### src/hw/rtl/assert_macros.svh
// Assertion macros used by the RTL files; the top level includes them.
// No dependencies; empty bodies when SYNTHESIS is defined.
`ifndef ASSERT_MACROS_SVH
`define ASSERT_MACROS_SVH
`ifndef SYNTHESIS
`define ASSERT_IMPLIES(label, clk, rst_n, a, c) \
  label: assert property (@(posedge clk) disable iff (!rst_n) (a) |-> (c)) \
    else $error("assertion failed");
`define ASSERT_NEXT(label, clk, rst_n, a, c) \
  label: assert property (@(posedge clk) disable iff (!rst_n) (a) |=> (c)) \
    else $error("assertion failed");
`else
`define ASSERT_IMPLIES(label, clk, rst_n, a, c)
`define ASSERT_NEXT(label, clk, rst_n, a, c)
`endif
`endif

### src/hw/rtl/tlfc_pkg.sv
// Types, codes and helpers for the LED flash controller.
// No dependencies.
package tlfc_pkg;

  localparam logic [1:0] CMD_TICK  = 2'd0;
  localparam logic [1:0] CMD_ON    = 2'd1;
  localparam logic [1:0] CMD_OFF   = 2'd2;
  localparam logic [1:0] CMD_FLASH = 2'd3;

  localparam logic [1:0] RATE_FAST   = 2'd0;
  localparam logic [1:0] RATE_MIDDLE = 2'd1;
  localparam logic [1:0] RATE_SLOW   = 2'd2;

  localparam logic [2:0] MODE_OFF    = 3'd0;
  localparam logic [2:0] MODE_ON     = 3'd1;
  localparam logic [2:0] MODE_FAST   = 3'd2;
  localparam logic [2:0] MODE_MIDDLE = 3'd3;
  localparam logic [2:0] MODE_SLOW   = 3'd4;

  localparam logic [1:0] CFG_MS_PER_STEP    = 2'd0;
  localparam logic [1:0] CFG_FAST_DIVIDER   = 2'd1;
  localparam logic [1:0] CFG_MIDDLE_DIVIDER = 2'd2;
  localparam logic [1:0] CFG_SLOW_DIVIDER   = 2'd3;

  localparam logic [7:0]  RST_MS_PER_STEP    = 8'd50;
  localparam logic [7:0]  RST_FAST_DIVIDER   = 8'd1;
  localparam logic [7:0]  RST_MIDDLE_DIVIDER = 8'd5;
  localparam logic [7:0]  RST_SLOW_DIVIDER   = 8'd20;

  localparam logic [15:0] MAX_DURATION = 16'd65000;
  localparam logic [16:0] ELAPSED_MAX  = 17'h1FFFF;

  typedef struct packed {
    logic [7:0] ms_per_step;
    logic [7:0] fast_divider;
    logic [7:0] middle_divider;
    logic [7:0] slow_divider;
  } cfg_t;

  typedef struct packed {
    logic [1:0]  command;
    logic        channel;
    logic [1:0]  rate;
    logic [15:0] duration_ms;
  } item_t;

  typedef struct packed {
    logic       local_pin;
    logic       global_pin;
    logic [2:0] local_mode;
    logic [2:0] global_mode;
  } result_t;

  function automatic logic is_flash(input logic [2:0] mode);
    return (mode == MODE_FAST) || (mode == MODE_MIDDLE) || (mode == MODE_SLOW);
  endfunction

endpackage

### src/hw/rtl/timed_led_flash_controller.sv
// Top level of the two-channel LED flash controller: input word register,
// update core and result register. Depends on tlfc_pkg, tlfc_cfg, tlfc_core, assert_macros.svh.
//
//   channel | handshake           | payload
//   in      | in_valid / in_stall | in_command, in_channel, in_rate, in_duration_ms
//   out     | out_valid/out_stall | out_local_pin, out_global_pin, out_*_mode
//   cfg     | cfg_we              | cfg_index, cfg_data
//
// One word per cycle sustained while out_stall is low; an accepted input word
// passes through the input register and then the result register to the out
// port. Synchronous active-low reset; no clearing pass, ready right after reset.
// out_stall holds the result register; the input register still takes one
// more word, then in_stall rises until the result moves on.
`include "assert_macros.svh"
module timed_led_flash_controller (
  input  logic        clk,
  input  logic        rst_n,
  input  logic        in_valid,
  output logic        in_stall,
  input  logic [1:0]  in_command,
  input  logic        in_channel,
  input  logic [1:0]  in_rate,
  input  logic [15:0] in_duration_ms,
  output logic        out_valid,
  input  logic        out_stall,
  output logic        out_local_pin,
  output logic        out_global_pin,
  output logic [2:0]  out_local_mode,
  output logic [2:0]  out_global_mode,
  input  logic        cfg_we,
  input  logic [1:0]  cfg_index,
  input  logic [7:0]  cfg_data
);

  tlfc_pkg::cfg_t    cfg;
  tlfc_pkg::item_t   item_r;
  tlfc_pkg::result_t result_nxt;
  tlfc_pkg::result_t result_r;
  logic              hold_valid_r;
  logic              out_valid_r;
  logic              advance;
  logic              take;

  assign advance  = hold_valid_r && (!out_valid_r || !out_stall);
  assign in_stall = hold_valid_r && !advance;
  assign take     = in_valid && !in_stall;

  tlfc_cfg u_cfg (
    .clk       (clk),
    .rst_n     (rst_n),
    .cfg_we    (cfg_we),
    .cfg_index (cfg_index),
    .cfg_data  (cfg_data),
    .cfg       (cfg)
  );

  tlfc_core u_core (
    .clk        (clk),
    .rst_n      (rst_n),
    .commit     (advance),
    .item       (item_r),
    .cfg        (cfg),
    .result_nxt (result_nxt)
  );

  always_ff @(posedge clk) begin
    if (!rst_n) begin
      hold_valid_r <= 1'b0;
      out_valid_r  <= 1'b0;
    end else begin
      hold_valid_r <= take || in_stall;
      out_valid_r  <= advance || (out_valid_r && out_stall);
    end
  end

  always_ff @(posedge clk) begin
    if (take) begin
      item_r.command     <= in_command;
      item_r.channel     <= in_channel;
      item_r.rate        <= in_rate;
      item_r.duration_ms <= in_duration_ms;
    end
    if (advance) begin
      result_r <= result_nxt;
    end
  end

  assign out_valid       = out_valid_r;
  assign out_local_pin   = result_r.local_pin;
  assign out_global_pin  = result_r.global_pin;
  assign out_local_mode  = result_r.local_mode;
  assign out_global_mode = result_r.global_mode;

  `ASSERT_IMPLIES(a_stall_needs_word, clk, rst_n, in_stall, hold_valid_r && out_valid_r)
  `ASSERT_NEXT(a_advance_fills_out, clk, rst_n, advance, out_valid_r)
  `ASSERT_NEXT(a_drain_empties_out, clk, rst_n, out_valid_r && !out_stall && !advance, !out_valid_r)

endmodule

### src/hw/rtl/tlfc_cfg.sv
// Configuration register file: step period and the three flash dividers.
// Depends on tlfc_pkg.
module tlfc_cfg (
  input  logic              clk,
  input  logic              rst_n,
  input  logic              cfg_we,
  input  logic [1:0]        cfg_index,
  input  logic [7:0]        cfg_data,
  output tlfc_pkg::cfg_t    cfg
);

  tlfc_pkg::cfg_t cfg_r;
  tlfc_pkg::cfg_t cfg_nxt;

  always_comb begin
    cfg_nxt = cfg_r;
    if (cfg_we) begin
      case (cfg_index)
        tlfc_pkg::CFG_MS_PER_STEP:    cfg_nxt.ms_per_step    = cfg_data;
        tlfc_pkg::CFG_FAST_DIVIDER:   cfg_nxt.fast_divider   = cfg_data;
        tlfc_pkg::CFG_MIDDLE_DIVIDER: cfg_nxt.middle_divider = cfg_data;
        tlfc_pkg::CFG_SLOW_DIVIDER:   cfg_nxt.slow_divider   = cfg_data;
        default: ;
      endcase
    end
  end

  always_ff @(posedge clk) begin
    if (!rst_n) begin
      cfg_r.ms_per_step    <= tlfc_pkg::RST_MS_PER_STEP;
      cfg_r.fast_divider   <= tlfc_pkg::RST_FAST_DIVIDER;
      cfg_r.middle_divider <= tlfc_pkg::RST_MIDDLE_DIVIDER;
      cfg_r.slow_divider   <= tlfc_pkg::RST_SLOW_DIVIDER;
    end else begin
      cfg_r <= cfg_nxt;
    end
  end

  assign cfg = cfg_r;

endmodule

### src/hw/rtl/tlfc_core.sv
// LED state and update logic: prescaler, rate counters, per-channel mode,
// flash timing and pin levels. Depends on tlfc_pkg.
module tlfc_core (
  input  logic               clk,
  input  logic               rst_n,
  input  logic               commit,
  input  tlfc_pkg::item_t    item,
  input  tlfc_pkg::cfg_t     cfg,
  output tlfc_pkg::result_t  result_nxt
);

  logic [7:0]  prescale_r, prescale_nxt;
  logic [7:0]  fast_cnt_r, fast_cnt_nxt;
  logic [7:0]  middle_cnt_r, middle_cnt_nxt;
  logic [7:0]  slow_cnt_r, slow_cnt_nxt;
  logic [2:0]  mode_r [2];
  logic [2:0]  mode_nxt [2];
  logic        saved_r [2];
  logic        saved_nxt [2];
  logic        phase_r [2];
  logic        phase_nxt [2];
  logic        pin_r [2];
  logic        pin_nxt [2];
  logic [16:0] elapsed_r [2];
  logic [16:0] elapsed_nxt [2];
  logic [15:0] length_r [2];
  logic [15:0] length_nxt [2];

  logic [7:0] prescale_inc, fast_inc, middle_inc, slow_inc;
  logic       step, fast_wrap, middle_wrap, slow_wrap;

  assign prescale_inc = prescale_r + 8'd1;
  assign fast_inc     = fast_cnt_r + 8'd1;
  assign middle_inc   = middle_cnt_r + 8'd1;
  assign slow_inc     = slow_cnt_r + 8'd1;
  assign step         = (prescale_inc == cfg.ms_per_step);
  assign fast_wrap    = step && (fast_inc == cfg.fast_divider);
  assign middle_wrap  = step && (middle_inc == cfg.middle_divider);
  assign slow_wrap    = step && (slow_inc == cfg.slow_divider);

  always_comb begin
    prescale_nxt   = prescale_r;
    fast_cnt_nxt   = fast_cnt_r;
    middle_cnt_nxt = middle_cnt_r;
    slow_cnt_nxt   = slow_cnt_r;
    for (int c = 0; c < 2; c++) begin
      mode_nxt[c]    = mode_r[c];
      saved_nxt[c]   = saved_r[c];
      phase_nxt[c]   = phase_r[c];
      pin_nxt[c]     = pin_r[c];
      elapsed_nxt[c] = elapsed_r[c];
      length_nxt[c]  = length_r[c];
    end
    case (item.command)
      tlfc_pkg::CMD_TICK: begin
        for (int c = 0; c < 2; c++) begin
          if (elapsed_r[c] != tlfc_pkg::ELAPSED_MAX) begin
            elapsed_nxt[c] = elapsed_r[c] + 17'd1;
          end
          if (tlfc_pkg::is_flash(mode_r[c]) && (elapsed_nxt[c] > {1'b0, length_r[c]})) begin
            mode_nxt[c] = saved_r[c] ? tlfc_pkg::MODE_ON : tlfc_pkg::MODE_OFF;
          end
        end
        prescale_nxt = step ? 8'd0 : prescale_inc;
        if (step) begin
          fast_cnt_nxt   = fast_wrap ? 8'd0 : fast_inc;
          middle_cnt_nxt = middle_wrap ? 8'd0 : middle_inc;
          slow_cnt_nxt   = slow_wrap ? 8'd0 : slow_inc;
          for (int c = 0; c < 2; c++) begin
            if ((fast_wrap && (mode_nxt[c] == tlfc_pkg::MODE_FAST)) ||
                (middle_wrap && (mode_nxt[c] == tlfc_pkg::MODE_MIDDLE)) ||
                (slow_wrap && (mode_nxt[c] == tlfc_pkg::MODE_SLOW))) begin
              phase_nxt[c] = ~phase_r[c];
              pin_nxt[c]   = ~phase_r[c];
            end
            if (mode_nxt[c] == tlfc_pkg::MODE_ON) begin
              pin_nxt[c] = 1'b1;
            end else if (mode_nxt[c] == tlfc_pkg::MODE_OFF) begin
              pin_nxt[c] = 1'b0;
            end
          end
        end
      end
      tlfc_pkg::CMD_ON: begin
        mode_nxt[item.channel] = tlfc_pkg::MODE_ON;
      end
      tlfc_pkg::CMD_OFF: begin
        mode_nxt[item.channel] = tlfc_pkg::MODE_OFF;
      end
      tlfc_pkg::CMD_FLASH: begin
        if ((item.duration_ms <= tlfc_pkg::MAX_DURATION) &&
            (item.rate inside {tlfc_pkg::RATE_FAST, tlfc_pkg::RATE_MIDDLE,
                               tlfc_pkg::RATE_SLOW}) &&
            (mode_r[item.channel] inside {tlfc_pkg::MODE_ON, tlfc_pkg::MODE_OFF})) begin
          saved_nxt[item.channel]   = (mode_r[item.channel] == tlfc_pkg::MODE_ON);
          length_nxt[item.channel]  = item.duration_ms;
          elapsed_nxt[item.channel] = 17'd0;
          mode_nxt[item.channel]    = tlfc_pkg::MODE_FAST + {1'b0, item.rate};
        end
      end
      default: ;
    endcase
  end

  always_ff @(posedge clk) begin
    if (!rst_n) begin
      prescale_r   <= 8'd0;
      fast_cnt_r   <= 8'd0;
      middle_cnt_r <= 8'd0;
      slow_cnt_r   <= 8'd0;
      for (int c = 0; c < 2; c++) begin
        mode_r[c]    <= tlfc_pkg::MODE_OFF;
        saved_r[c]   <= 1'b0;
        phase_r[c]   <= 1'b0;
        pin_r[c]     <= 1'b0;
        elapsed_r[c] <= 17'd0;
        length_r[c]  <= 16'd0;
      end
    end else if (commit) begin
      prescale_r   <= prescale_nxt;
      fast_cnt_r   <= fast_cnt_nxt;
      middle_cnt_r <= middle_cnt_nxt;
      slow_cnt_r   <= slow_cnt_nxt;
      for (int c = 0; c < 2; c++) begin
        mode_r[c]    <= mode_nxt[c];
        saved_r[c]   <= saved_nxt[c];
        phase_r[c]   <= phase_nxt[c];
        pin_r[c]     <= pin_nxt[c];
        elapsed_r[c] <= elapsed_nxt[c];
        length_r[c]  <= length_nxt[c];
      end
    end
  end

  assign result_nxt.local_pin   = pin_nxt[0];
  assign result_nxt.global_pin  = pin_nxt[1];
  assign result_nxt.local_mode  = mode_nxt[0];
  assign result_nxt.global_mode = mode_nxt[1];

endmodule
### config.mk
export PLATFORM = sky130hd
export DESIGN_NAME = timed_led_flash_controller
export DESIGN_NICKNAME = d
export VERILOG_FILES = /design/src/hw/rtl/tlfc_pkg.sv /design/src/hw/rtl/timed_led_flash_controller.sv /design/src/hw/rtl/tlfc_cfg.sv /design/src/hw/rtl/tlfc_core.sv
export VERILOG_INCLUDE_DIRS = /design/src /design/src/hw/rtl
export SDC_FILE = /design/constraint.sdc
export NUM_CORES = 1
export LEC_CHECK = 0
export ABC_CLOCK_PERIOD_IN_PS = 4900
export BUFFER_PORTS_ARGS = -buffer_cell sky130_fd_sc_hd__buf_4
export CORE_ASPECT_RATIO = 1.4
export CORE_MARGIN = 5
export CORE_UTILIZATION = 35
export CTS_CLUSTER_DIAMETER = 50
export DETAILED_ROUTE_END_ITERATION = 10
export SYNTH_ARGS = -nofsm -noshare
export SYNTH_HDL_FRONTEND = slang
export SYNTH_SLANG_ARGS = --single-unit
export TNS_END_PERCENT = 10
### constraint.sdc
create_clock -name clk -period 4.9 [get_ports clk]
set_clock_uncertainty 0.15 [all_clocks]
set_input_delay 0.735 -clock clk [delete_from_list [all_inputs] [get_ports clk]]
set_output_delay 0.735 -clock clk [all_outputs]
set_load 0.005 [all_outputs]
==> results of run 1 <==
[where the power goes]
part	total, mW	internal (mW)	leakage [nW]	switching, mW
logic	0.369	0.153	2.42	0.216
registers	1.69	1.62	1.64	0.0639
clock network	1.35	0.695	0.286	0.660
[registers in the layout (all words and copies together) (netlist names), 3 cells and up, named ones only]
signal / flops
item_r: 21
out_global_mode: 3
out_local_mode: 3
u_cfg.cfg: 32
u_core.elapsed_r: 34
u_core.fast_cnt_r: 8
u_core.length_r: 32
u_core.middle_cnt_r: 8
u_core.mode_r: 6
u_core.prescale_r: 8
u_core.slow_cnt_r: 8
[kinds of logic (layout without fill, tap and decap cells)]
kind of cell | after synthesis | after routing
mux | 47 | 47
fa+ha+maj | 38 | 38
buf+inv | 109 | 143
flops | 174 | 174
simple gates | 435 | 435
compound gates | 232 | 232
xor+xnor | 69 | 69
[cell type report]
cell class | count | area share
multi-input combinational | 821 | 0.461
sequential | 174 | 0.392
tap | 380 | 0.0409
timing repair buffer | 61 | 0.0394
clock buffer | 18 | 0.0378
inverter | 50 | 0.0162
clock inverter | 14 | 0.0130
[routing by layer]
metal	global-route usage	up-vias	routed length, um
met1	0.188	3866	10700
met4	0.0658	0	731
met2	0.279	169	13300
met5	0	-	0
met3	0.0280	41	969
li1	-	4035	-
[synth_stat cells, drive strengths merged, types with 4 or more instances]
master  count
a211o       5
a211oi      9
a21boi     33
a21o        8
a21oi      50
a22o        5
a22oi       8
a31oi      10
and2       23
and3       19
and4        7
buf        11
clkbuf     48
dfxtp      67
edfxtp    107
ha         38
inv        50
mux2i      44
nand2     119
nand2b      5
nand3      47
nand4      15
nand4b      4
nor2      106
nor2b      20
nor3       15
nor3b      17
nor4        8
o211ai      6
o21a        5
o21ai      47
o22ai       5
o31ai       5
or2         6
or3         9
or3b        5
or4         5
xnor2      46
xor2       23
[worst max-delay path: stages, from the launching register on]
cell and delay (ps):
sky130_fd_sc_hd__edfxtp_1 490, sky130_fd_sc_hd__ha_1 270, sky130_fd_sc_hd__nand4_1 110, sky130_fd_sc_hd__nor4_2 80, sky130_fd_sc_hd__a2111oi_1 450, sky130_fd_sc_hd__buf_4 190
sky130_fd_sc_hd__nor2b_1 300, sky130_fd_sc_hd__nand3_1 180, sky130_fd_sc_hd__xnor2_1 160, sky130_fd_sc_hd__ha_1 280, sky130_fd_sc_hd__and3_1 170, sky130_fd_sc_hd__a221o_1 340
sky130_fd_sc_hd__a31oi_1 200, sky130_fd_sc_hd__o22ai_1 190, sky130_fd_sc_hd__nor2_1 250, sky130_fd_sc_hd__o21ai_0 140, sky130_fd_sc_hd__o311ai_1 340, sky130_fd_sc_hd__a31o_2 210
[stage by stage]
| stage | setup WS (ps) | utilization | std cells | area [um2] | hold WS (ps) |
|---|---|---|---|---|---|
| after floorplan | 100 | - | 1104 | 10300 | 305 |
| after global placement | 333 | 0.379 | 1486 | 11000 | 315 |
| after detailed placement | 194 | 0.379 | 1486 | 11000 | 318 |
| after CTS | 165 | 0.399 | 1518 | 11600 | 305 |
| after global routing | 20.2 | 0.400 | 1518 | 11600 | 305 |
| final | 296 | 0.400 | 1518 | 11600 | 325 |
[worst paths after layout]
kind / start / slack [ps] / endpoint
worst max-delay path: u_core.elapsed_r[0][0] / 300 / u_core.pin_r[0][0]
worst max register to register: u_core.elapsed_r[0][0] / 300 / u_core.pin_r[0][0]
worst min-delay path: u_cfg.cfg[19] / 330 / u_cfg.cfg[19]
worst min register to register: u_cfg.cfg[19] / 330 / u_cfg.cfg[19]
==> impl_metrics.toml, run 1 <==
[sta]
final_hold_viol_count = 0
finalCritPeriodShare = 0.940
timing_max_transition_violations_final = 0
layout_min_cycle_time_ps = 4600
setup_viol_count_final = 0
relSlewSlack = 0.218
fin_setup_tns_ps = 0
worst-slew-pin-transition_ps = 1170
rsz0062_at_grt = "no"
max_freq_ghz = 0.217

[critical_path]
r2r.worst_path.cells = 17
req_time_crit_path_ps = 5050
worst-setup-path-type = "reg -> reg"
timing.critical_path.arrival_ps = 4760
setup.worst_path.start_class = "register"
timing.critical_path.fanout_max = 6
crit_path_end_kind = "register"

[global_route]
grt_pass1_wl_um = 41500
grt_antenna_before_repair = 0
grt_start_max_net_pins = 47
global_route.usage.total = 0.157
first_global_vias = 7902
grt_overflow_total = 0

[floorplan]
die_boundary_height_um = 213
die_area_um2 = 33000
floorplan.initialDensity = 0.354
core_um2 = 29100
io_pins = 46
rows = 74
chipWidth_um = 155

[synth]
synth_top_flop_cell = "sky130_fd_sc_hd__edfxtp_1"
synth_fa_ha_area_frac = 0.0462
ys_top_cells_by_area = "sky130_fd_sc_hd__edfxtp_1 (31%), sky130_fd_sc_hd__dfxtp_1 (13%), sky130_fd_sc_hd__ha_1 (4.6%)"
synthMuxAreaShare = 0.0461
synthSimpleGateAreaFrac = 0.213
synth_top_cell_by_area = "sky130_fd_sc_hd__edfxtp_1"
syn-num-nets = 1178
synthXorXnorAreaFrac = 0.0587
syn_area_per_cell_um2 = 9.32
synth-warning-count = 0
synth-edff-count = 107
synthCells = 1104
synthDistinctLibCells = 78
synth-compound-area-share = 0.153
synth-async-reset-ratio = 0
post-synth-top-area-fraction = 0.312
post_synth_instance_area_um2 = 10300
synth_top_family_by_area = "simple AND/OR/NAND/NOR gates"
seq_area_frac_synth = 0.442
ys_seq_elements = 174

[placement]
port_buffers = 45
dpl.hpwl_um = 18700
place.gp.congestion = 0.851

[detailed_routing]
detailroute.via_count = 8111
drt_iter0_drc = 468
detail_route.first_pass.iterations = 5
post_drt_wl_per_cell_um = 16.9
drt-total-wl_um = 25700
vias_per_cell = 5.34
route.antenna.remaining_nets = 0
drcViolationCount = 0

[hold_path]
min_path_type = "reg -> reg"
worstHoldPathCells = 2

[clocking]
maximum_buffer_depth_of_the_clock_tree = 2
cts.reportedPaths.clkPinSlew_ps = 70
post_cts.repair.setup_buffers = 0
cts_resized = 0
cts.htree.levels = 4
cts-root-buf = "sky130_fd_sc_hd__clkbuf_16"
hold_buffers = 0
clock_tree_sinks = 174
clock_insertion_delay_worst_skew_ps = 430
tritoncts = "built"
cts_made_buffers = 17

[final_layout]
layout_net_count = 1199
sequential_cell_area_um2 = 4550
antenna_diode_count = 0
final.fill_count = 2930
most_frequent_cells_in_the_layout = "sky130_fd_sc_hd__nand2_1 (118), sky130_fd_sc_hd__edfxtp_1 (107), sky130_fd_sc_hd__nor2_1 (106)"
multi_input_comb_area_um2 = 5350
layout-drive-gt1-share = 0.103
mostFrequentLayoutCell = "sky130_fd_sc_hd__nand2_1"
area.growth.synth_to_final_pct = 12.9

[run]
timing.max_cap.violations = 0

[outcome]
run_status = "finished clean"

[power]
powerDensity_nw_per_um2 = 293
irDropWorstVdd_mv = 0.282
p_leak_nw = 4.34
power.total_mw = 3.41
Note: power is estimated with default switching activity, not from simulation.
==> inputs of run 2 (changes only) <==
--- a/config.mk
+++ b/config.mk
@@ -15,5 +15,6 @@
 export DETAILED_ROUTE_END_ITERATION = 10
 export SYNTH_ARGS = -nofsm -noshare
 export SYNTH_HDL_FRONTEND = slang
+export SYNTH_HIERARCHICAL = 1
 export SYNTH_SLANG_ARGS = --single-unit
 export TNS_END_PERCENT = 10
==> impl_metrics.toml, run 2 <==
[outcome]
run_status = "finished clean"

[global_route]
global_route.usage.total = 0.154
use_met3 = 0.0212
top_usage_layer = "met2"
grt_start_max_net_pins = 56
grt_overflow_total = 0
gr-usage-met2 = 0.282
grtUsageMet1 = 0.174
first_global_vias = 8008
grt_pass1_wl_um = 41600
grt_antenna_before_repair = 0

[synth]
synth_top_cell_by_area = "sky130_fd_sc_hd__edfxtp_1"
yosys-top-cells-count = "sky130_fd_sc_hd__nor2_1 (109), sky130_fd_sc_hd__edfxtp_1 (107), sky130_fd_sc_hd__nand2_1 (101), sky130_fd_sc_hd__dfxtp_1 (66), sky130_fd_sc_hd__mux2i_1 (66)"
syn_area_per_cell_um2 = 9.60
yosys.cell_count.top_type = "sky130_fd_sc_hd__nor2_1"
synthDistinctLibCells = 94
synth-warning-count = 6
synthCells = 1085
syn-num-nets = 1159
synth-async-reset-ratio = 0
ys_top_cells_by_area = "sky130_fd_sc_hd__edfxtp_1 (31%), sky130_fd_sc_hd__dfxtp_1 (13%), sky130_fd_sc_hd__mux2i_1 (6.3%)"
seq_area_frac_synth = 0.436
post_synth_instance_area_um2 = 10400
synth-edff-count = 107
synth_top_flop_cell = "sky130_fd_sc_hd__edfxtp_1"
ys_seq_elements = 173
post-synth-top-area-fraction = 0.309

[placement]
port_buffers = 45
dpl.hpwl_um = 19400
place.gp.congestion = 0.850
dp_cells = 1471
place_area_um2 = 11100
post-place-ws_ps = 372

[final_layout]
register_containing_the_most_flip_flops_in_the_final_layout = "u_core/elapsed_r"
final_cells = 1503
layout-drive-gt1-share = 0.115
final_cell_area_um2 = 11700
most_frequent_cells_in_the_layout = "sky130_fd_sc_hd__nor2_1 (108), sky130_fd_sc_hd__edfxtp_1 (107), sky130_fd_sc_hd__nand2_1 (101)"
number_of_flip_flops_under_the_largest_register_name = 34
antenna_diode_count = 0
final_core_util = 0.399
mostFrequentLayoutCell = "sky130_fd_sc_hd__nor2_1"
layout_net_count = 1184
area.growth.synth_to_final_pct = 12.1
final.fill_count = 2986

[sta]
timing.final.ws_setup_ps = 298
rsz0062_at_grt = "no"
timing_max_transition_violations_final = 0
final_hold_viol_count = 0
worst-slew-pin-transition_ps = 1080
fin_setup_tns_ps = 0
final.hold.worst_slack_ps = 321
finalCritPeriodShare = 0.939
layout_min_cycle_time_ps = 4600
relSlewSlack = 0.276
max_freq_ghz = 0.217
setup_viol_count_final = 0

[hold_path]
holdCritStartpoint = "u_cfg/cfg[23]"
worstHoldPathCells = 2
timing.hold.worst_endpoint = "u_cfg/cfg[23]"
min_path_type = "reg -> reg"

[critical_path]
critical_path.reg2reg.endpoint = "u_core/pin_r[0][0]"
crit_path_cell_trace = "ha_1 -> nand3_1 -> nor3_1 -> and2_2 -> a21oi_1 -> and3_1 -> xor2_1 -> ha_1 -> nand2_1 -> o21ai_0 -> a221o_1 -> o31ai_1 -> a22oi_1 -> o41ai_1 -> a211oi_2 -> and2_1"
timing.critical_path.arrival_ps = 4630
number_of_buffer_and_inverter_instances_along_the_worst_setup_path = 0
timing.critical_path.fanout_max = 5
req_time_crit_path_ps = 4930
crit_family = "compound AO/OA/AOI/OAI gates"
r2r.worst_path.cells = 16
worst_r2r_startpoint = "u_core/elapsed_r[0][0]"
cp_common_cell = "sky130_fd_sc_hd__ha_1"
worst-r2r-setup-slack_ps = 300
crit_path_end_kind = "register"
timing.critical_path.slowest_cell_delay_ps = 510
crit_path_top_delay_cell = "sky130_fd_sc_hd__o31ai_1"
worst-setup-path-type = "reg -> reg"
setup.worst_path.start_class = "register"
number_of_cells_on_the_critical_path = 16

[clocking]
cts_made_buffers = 17
clock_insertion_delay_worst_skew_ps = 430
clock_tree_sinks = 173
post_cts.repair.setup_buffers = 0
tritoncts = "built"
cts.reportedPaths.clkPinSlew_ps = 70
cts-root-buf = "sky130_fd_sc_hd__clkbuf_16"
cts.htree.levels = 4
maximum_buffer_depth_of_the_clock_tree = 2
cts_resized = 0
hold_buffers = 0

[detailed_routing]
vias_per_cell = 5.40
detail_route.first_pass.iterations = 5
drt_iter0_drc = 547
drcViolationCount = 0
detailroute.via_count = 8118
post_drt_wl_per_cell_um = 17.5
route.antenna.remaining_nets = 0
drt-total-wl_um = 26300

[floorplan]
floorplan.initialDensity = 0.356
die_boundary_height_um = 214
die_area_um2 = 33300
core_um2 = 29300
io_pins = 46
rows = 74
chipWidth_um = 156

[power]
powerDensity_nw_per_um2 = 296
p_leak_nw = 4.58
irDropWorstVdd_mv = 0.197
power.total_mw = 3.45

[run]
timing.max_cap.violations = 0
run 2: layout make-up:
type / instances / area (um2) / share of cell area
clock buffer: 17 / 425 / 0.0364
clock inverter: 15 / 175 / 0.0150
inverter: 45 / 169 / 0.0145
multi-input combinational: 818 / 5480 / 0.470
sequential: 173 / 4530 / 0.388
tap: 380 / 475 / 0.0407
timing repair buffer: 55 / 413 / 0.0354
run 2: worst max-delay path by stage:
stage	start	end	slack [ps]
floorplan	out_stall	u_core/elapsed_r[0][0]	110
global placement	u_core/elapsed_r[0][10]	u_core/pin_r[0][0]	490
detailed placement	u_core/elapsed_r[0][0]	u_core/pin_r[0][0]	370
CTS	u_core/elapsed_r[0][0]	u_core/pin_r[0][0]	350
global route	u_core/elapsed_r[0][0]	u_core/mode_r[0][2]	30
finish	u_core/elapsed_r[0][0]	u_core/pin_r[0][0]	300
run 2: cells by family (layout without fill, tap and decap cells):
group / after synthesis / in the layout / share of synthesized area
multiplexers: 69 / 69 / 0.0667
buffers and inverters: 94 / 132 / 0.0397
AO/OA/AOI/OAI: 223 / 223 / 0.143
AND/OR/NAND/NOR: 425 / 425 / 0.215
flip-flops: 173 / 173 / 0.436
XOR/XNOR: 63 / 63 / 0.0543
adder cells (fa/ha/maj): 38 / 38 / 0.0457
run 2: worst register-to-register path: stages (launching register included):
cell,delay (ps)
sky130_fd_sc_hd__edfxtp_1,460
sky130_fd_sc_hd__ha_1,270
sky130_fd_sc_hd__nand3_1,90
sky130_fd_sc_hd__nor3_1,70
sky130_fd_sc_hd__and2_2,220
sky130_fd_sc_hd__a21oi_1,360
sky130_fd_sc_hd__and3_1,270
sky130_fd_sc_hd__xor2_1,280
sky130_fd_sc_hd__ha_1,290
sky130_fd_sc_hd__nand2_1,70
sky130_fd_sc_hd__o21ai_0,100
sky130_fd_sc_hd__a221o_1,300
sky130_fd_sc_hd__o31ai_1,510
sky130_fd_sc_hd__a22oi_1,240
sky130_fd_sc_hd__o41ai_1,440
sky130_fd_sc_hd__a211oi_2,70
sky130_fd_sc_hd__and2_1,160
run 2: power by group:
| group | internal, mW | switching (mW) | leakage (nW) |
|---|---|---|---|
| Clock | 0.732 | 0.645 | 0.294 |
| Combinational | 0.157 | 0.225 | 2.65 |
| Sequential | 1.62 | 0.0731 | 1.63 |
| Total | 2.51 | 0.944 | 4.58 |
run 2: metal layers:
metal	part of all wire	vias up
met4	0.043	0
met2	0.53	161
li1	-	4019
met1	0.40	3889
met3	0.025	49
met5	0	-
